## config.mk

```make
export PLATFORM = sky130hd
export DESIGN_NAME = lfuc_cell
export DESIGN_NICKNAME = d
export VERILOG_FILES = /design/src/rtl/lfuc_pkg.sv /design/src/rtl/lfuc_cell.sv
export SDC_FILE = /design/constraint.sdc
export NUM_CORES = 1
export LEC_CHECK = 0
export BUFFER_PORTS_ARGS = -buffer_cell sky130_fd_sc_hd__buf_2
export CORE_MARGIN = 2
export CORE_UTILIZATION = 45
export CTS_CLUSTER_DIAMETER = 40
export DETAILED_ROUTE_END_ITERATION = 16
export GPL_TIMING_DRIVEN = 0
export PLACE_DENSITY = 0.72
export SLEW_MARGIN = 20
export SYNTH_ARGS = -nofsm -noshare
export SYNTH_HDL_FRONTEND = slang
export SYNTH_SLANG_ARGS = --single-unit
```

## constraint.sdc

```tcl
create_clock -name clk -period 5 [get_ports clk]
set_clock_uncertainty 0.15 [all_clocks]
set_input_delay 0.5 -clock clk [delete_from_list [all_inputs] [get_ports clk]]
set_output_delay 0.5 -clock clk [all_outputs]
set_load 0.01 [all_outputs]
```

## src/rtl/lfuc_pkg.sv

```systemverilog
// Shared types and constants for the LFU cache with LRU tie break.
// No dependencies; imported by lfuc_cell, lfu_cache_lru_tiebreak and the testbench.
package lfuc_pkg;

  localparam int USES_W  = 32;
  localparam int STAMP_W = 48;
  localparam int CFG_W   = 5;

  localparam logic [USES_W-1:0] USES_MAX = {USES_W{1'b1}};
  localparam logic [USES_W-1:0] USES_ONE = USES_W'(1);
  localparam logic [CFG_W-1:0]  CAP_RESET = CFG_W'(16);

  typedef enum logic [1:0] {
    WR_TOUCH = 2'b01,
    WR_LOAD  = 2'b10
  } wr_kind_t;

  typedef struct packed {
    logic     we;
    wr_kind_t kind;
    logic     upd_data;
  } wr_ctl_t;

  typedef struct packed {
    logic match;
    logic best_vld;
  } scan_flags_t;

endpackage

```

## src/rtl/lfuc_cell.sv

```systemverilog
// One cache slot of the scan chain: holds key, data, use count and stamp.
// Folds its slot into the passing search word; depends on lfuc_pkg.
module lfuc_cell #(
  parameter int KEY_WIDTH  = 16,
  parameter int DATA_WIDTH = 32,
  parameter int IDX_W      = 4,
  parameter int CNT_W      = 5,
  parameter int IDX        = 0
) (
  input  logic                         clk,
  input  logic [CNT_W-1:0]             fill_cnt,
  input  logic [KEY_WIDTH-1:0]         t_key,
  input  lfuc_pkg::scan_flags_t        t_flags,
  input  logic [IDX_W-1:0]             t_match_idx,
  input  logic [DATA_WIDTH-1:0]        t_match_data,
  input  logic [lfuc_pkg::USES_W-1:0]  t_best_uses,
  input  logic [lfuc_pkg::STAMP_W-1:0] t_best_stamp,
  input  logic [IDX_W-1:0]             t_best_idx,
  input  logic [KEY_WIDTH-1:0]         t_best_key,
  output logic [KEY_WIDTH-1:0]         o_key,
  output lfuc_pkg::scan_flags_t        o_flags,
  output logic [IDX_W-1:0]             o_match_idx,
  output logic [DATA_WIDTH-1:0]        o_match_data,
  output logic [lfuc_pkg::USES_W-1:0]  o_best_uses,
  output logic [lfuc_pkg::STAMP_W-1:0] o_best_stamp,
  output logic [IDX_W-1:0]             o_best_idx,
  output logic [KEY_WIDTH-1:0]         o_best_key,
  input  lfuc_pkg::wr_ctl_t            wr_ctl,
  input  logic [IDX_W-1:0]             wr_idx,
  input  logic [KEY_WIDTH-1:0]         wr_key,
  input  logic [DATA_WIDTH-1:0]        wr_data,
  input  logic [lfuc_pkg::STAMP_W-1:0] wr_stamp
);
  import lfuc_pkg::*;

  logic [KEY_WIDTH-1:0]  key_r;
  logic [DATA_WIDTH-1:0] data_r;
  logic [USES_W-1:0]     uses_r;
  logic [STAMP_W-1:0]    stamp_r;

  logic [KEY_WIDTH-1:0]  tok_key_r;
  scan_flags_t           tok_flags_r;
  logic [IDX_W-1:0]      tok_match_idx_r;
  logic [DATA_WIDTH-1:0] tok_match_data_r;
  logic [USES_W-1:0]     tok_best_uses_r;
  logic [STAMP_W-1:0]    tok_best_stamp_r;
  logic [IDX_W-1:0]      tok_best_idx_r;
  logic [KEY_WIDTH-1:0]  tok_best_key_r;

  logic slot_en;
  logic key_hit;
  logic better;
  logic wr_sel;

  assign slot_en = CNT_W'(IDX) < fill_cnt;
  assign key_hit = slot_en && !t_flags.match && (key_r == t_key);
  assign better  = slot_en && (!t_flags.best_vld || (uses_r < t_best_uses) ||
                   ((uses_r == t_best_uses) && (stamp_r < t_best_stamp)));
  assign wr_sel  = wr_ctl.we && (wr_idx == IDX_W'(IDX));

  // advance the search word one slot
  always_ff @(posedge clk) begin
    tok_key_r         <= t_key;
    tok_flags_r.match <= t_flags.match || key_hit;
    tok_match_idx_r   <= key_hit ? IDX_W'(IDX) : t_match_idx;
    tok_match_data_r  <= key_hit ? data_r : t_match_data;
    tok_flags_r.best_vld <= t_flags.best_vld || better;
    tok_best_uses_r   <= better ? uses_r : t_best_uses;
    tok_best_stamp_r  <= better ? stamp_r : t_best_stamp;
    tok_best_idx_r    <= better ? IDX_W'(IDX) : t_best_idx;
    tok_best_key_r    <= better ? key_r : t_best_key;
  end

  always_ff @(posedge clk) begin
    if (wr_sel) begin
      unique case (wr_ctl.kind)
        WR_TOUCH: begin
          if (uses_r != USES_MAX) begin
            uses_r <= uses_r + USES_ONE;
          end
          stamp_r <= wr_stamp;
          if (wr_ctl.upd_data) begin
            data_r <= wr_data;
          end
        end
        WR_LOAD: begin
          key_r   <= wr_key;
          data_r  <= wr_data;
          uses_r  <= USES_ONE;
          stamp_r <= wr_stamp;
        end
        default: begin
        end
      endcase
    end
  end

  assign o_key        = tok_key_r;
  assign o_flags      = tok_flags_r;
  assign o_match_idx  = tok_match_idx_r;
  assign o_match_data = tok_match_data_r;
  assign o_best_uses  = tok_best_uses_r;
  assign o_best_stamp = tok_best_stamp_r;
  assign o_best_idx   = tok_best_idx_r;
  assign o_best_key   = tok_best_key_r;

endmodule

```

==> flow_summary.json <==
{
  "outcome": "complete, no violations",
  "yosys-top-cells-area": "edfxtp_1, dfxtp_1, ha_1, nand4_1, o211ai_1",
  "ios": 418,
  "clockRootBuffer": "clkbuf_16",
  "wl_per_cell_um": 19.65,
  "register_area_sq_um": 6927,
  "grt_usage_pct": 27.90,
  "rsz0062_at_grt": "no",
  "ys_seq_area_share_pct": 53.09,
  "crit_family": "simple AND/OR/NAND/NOR gates",
  "async_flop_share_pct": 0,
  "min_path_type": "in -> reg",
  "drt-vias-per-instance": 5.596,
  "cp.arrival_ns": 4.33,
  "worstPathRequired_ns": 5.22,
  "tightestPinTransition_ns": 0.9935,
  "path_class": "reg -> reg",
  "wirelength_mm": 43.91,
  "route.detailed.drc": 0,
  "path_clk_slew_ns": 0.06,
  "tns_ns": 0,
  "path_cells": "ha_1, and4_1, nor4bb_1, nand2_1, a2111oi_4, and3_1, buf_2, buf_4, buf_4, o211ai_1",
  "cts_buffers": 41,
  "grt_max_degree": 26,
  "cts_tree": "built",
  "io_buffer_count": 417,
  "synth_top_cell_area_share_pct": 29.46,
  "slew-limit-headroom_pct": 32.83,
  "numClockSinks": 282,
  "grt_pass1_vias": 12370,
  "ys_ff_latch": 282,
  "cts-resized-gates": 0,
  "min_period_ns": 4.110,
  "finalCritPeriodShare_pct": 82.20,
  "path_buf_inv": 3,
  "ctsHtreeMaxLevel": 2,
  "final_max_slew_viol_count": 0,
  "nNetsFinal": 2154,
  "multi_input_area_sq_um": 5454,
  "max_freq_ghz": 0.2433,
  "cpMostUsedCell": "buf_4",
  "drtAntennaViolNets": 0,
  "slowest_delay_ns": 0.87,
  "start_util_pct": 45.58,
  "synth_edf_count": 128,
  "gp_congestion": 0.9314,
  "p_leak_uw": 0.007746,
  "p_per_area_nw_per_um2": 328.7,
  "peakVddDrop_mv": 0.2743,
  "hold_violations": 0,
  "rows": 62,
  "die_w_um": 174.3,
  "drt-pass1-iter-count": 7,
  "fill_cells": 2296,
  "synth_cells": 1246,
  "netlist_area_sq_um": 13050,
  "clock_latency_ns": 0.53,
  "crit_path_max_fanout": 10,
  "grt-ovfl-total": 0,
  "fp.dieArea_sq_um": 30370,
  "startpoint_type": "flip-flop",
  "syn_nets": 1592,
  "num_vias": 12510,
  "antenna_found_initial": 14,
  "dpl.hpwl_mm": 31.74,
  "yosys_warnings": 0,
  "setup_viol_count_final": 0,
  "avgSynthCellArea_sq_um": 10.47,
  "dieHeight_um": 174.3,
  "drt_iter0_markers": 1191,
  "cts_buffer_depth": 3,
  "layout-drive-gt1-share_pct": 30.11,
  "power_uw": 5968,
  "drv_cap": 0,
  "grt_pass1_wl_mm": 67.23,
  "ys_types": 52,
  "synth_area_leader_cell": "edfxtp_1",
  "critPathCaptureType": "flip-flop",
  "synth_ff_type": "dfxtp_1",
  "crit_slowest_cell": "a2111oi_4",
  "syn_to_final_growth_pct": 39.16,
  "core_area_sq_um": 28630
}
==> metal layers <==
layer,GRT usage [%],wire [um],part of all wire [%]
met1,33.45,16940,39
met2,49.17,22220,51
met3,5.599,3121,7.1
met4,10.82,1595,3.6
met5,0,34,0.077
==> worst register-to-register path, cell delays in order, from the launching register on <==
cell and delay (ns):
edfxtp_1 0.50, ha_1 0.34, and4_1 0.21, nor4bb_1 0.52
nand2_1 0.23, a2111oi_4 0.87, and3_1 0.28, buf_2 0.23
buf_4 0.24, buf_4 0.20, o211ai_1 0.17
==> cell type report <==
type                            count  area share (%)
Sequential cell                   282           38.15
Multi-Input combinational cell    782           30.04
Timing Repair Buffer              519           17.30
Clock buffer                       51           6.147
Tap cell                          384           2.646
Buffer                             91           2.088
Inverter                           91           1.881
Clock inverter                     24           1.592
Antenna cell                       11          0.1516
==> synth_stat cells, types with 2 or more instances <==
| library cell | count |
|---|---|
| dfxtp_1 | 154 |
| edfxtp_1 | 128 |
| nand4_1 | 118 |
| nand3_1 | 113 |
| o21ai_0 | 106 |
| o211ai_1 | 96 |
| inv_1 | 91 |
| ha_1 | 82 |
| clkbuf_1 | 72 |
| nor2_1 | 43 |
| nand2_1 | 36 |
| a21oi_1 | 34 |
| mux2_2 | 33 |
| xnor2_1 | 24 |
| xor2_1 | 16 |
| buf_2 | 12 |
| and3_1 | 10 |
| and4_1 | 8 |
| a21o_1 | 6 |
| buf_4 | 6 |
| nor2b_1 | 6 |
| nor3_1 | 6 |
| nor4_1 | 5 |
| or3_1 | 5 |
| nand2b_1 | 3 |
| o21a_1 | 3 |
| a2111oi_0 | 2 |
| a221o_1 | 2 |
| nor4b_1 | 2 |
| or4_1 | 2 |
==> per-stage QoR <==
stage | cell area (sq um) | util [%] | hold slack (ns) | setup slack [ns] | cells
floorplan | 13050 | - | 0.2978 | 0.8578 | 1246
global placement | 15610 | 54.55 | 0.2995 | -0.5270 | 2047
detailed placement | 15750 | 55.02 | 0.3083 | 0.8346 | 2053
CTS | 18060 | 63.11 | 0.0002929 | 0.9676 | 2219
global route | 18150 | 63.41 | 0.0003239 | 0.7216 | 2234
finish | 18150 | 63.42 | 0.01219 | 0.8898 | 2235
==> registers in the layout, indices dropped and copies added, names as in the netlist <==
register,count
o_best_idx,4
o_best_stamp,48
o_key,16
o_best_uses,32
uses_r,32
data_r,32
key_r,16
o_match_data,32
o_flags,2
o_best_key,16
o_match_idx,4
stamp_r,48
==> path summary, 6_finish.rpt <==
kind,from,to,slack [ns],cells after the start
hold / removal,wr_stamp[47],stamp_r[47]$_DFFE_PP_,0.01,1
setup reg to reg,uses_r[23]$_SDFFCE_PN0P_,o_best_key[10]$_DFF_P_,0.89,10
setup / recovery,uses_r[23]$_SDFFCE_PN0P_,o_best_key[10]$_DFF_P_,0.89,10
hold reg to reg,data_r[12]$_DFFE_PP_,o_match_data[12]$_DFF_P_,0.32,1
==> placed cells by master, fill, tap and decap left out, drive strengths merged, types with 43 or more instances in the layout <==
| cell | n |
|---|---|
| buf | 442 |
| dfxtp | 154 |
| edfxtp | 128 |
| clkbuf | 123 |
| nand4 | 118 |
| nand3 | 113 |
| o21ai | 107 |
| inv | 101 |
| o211ai | 96 |
| dlygate4sd3 | 96 |
| ha | 82 |
| nor2 | 43 |
==> where the power goes <==
part           internal, uW  total, uW  switching [uW]
Sequential             2490       2520            29.4
Clock                  1790       2910            1120
Combinational           269        542             274
==> kinds of logic (layout without fill, tap and decap cells) <==
kind of cell | count (synthesis) | count (layout) | synth area share, %
adder cells (fa/ha/maj) | 82 | 82 | 7.864
flip-flops | 282 | 282 | 53.09
multiplexers | 34 | 34 | 2.925
buffers and inverters | 182 | 776 | 5.524
XOR/XNOR | 40 | 40 | 2.685
AND/OR/NAND/NOR | 361 | 361 | 14.94
AO/OA/AOI/OAI | 265 | 265 | 12.97
other | 0 | 11 | 0
==> timing repair <==
| item | in CTS | in global routing |
|---|---|---|
| endpoints found under the hold margin | 91 | 5 |
| hold buffers | 91 | 5 |
| buffers inserted | 0 | 0 |
Power figures use the tool's default switching activity.
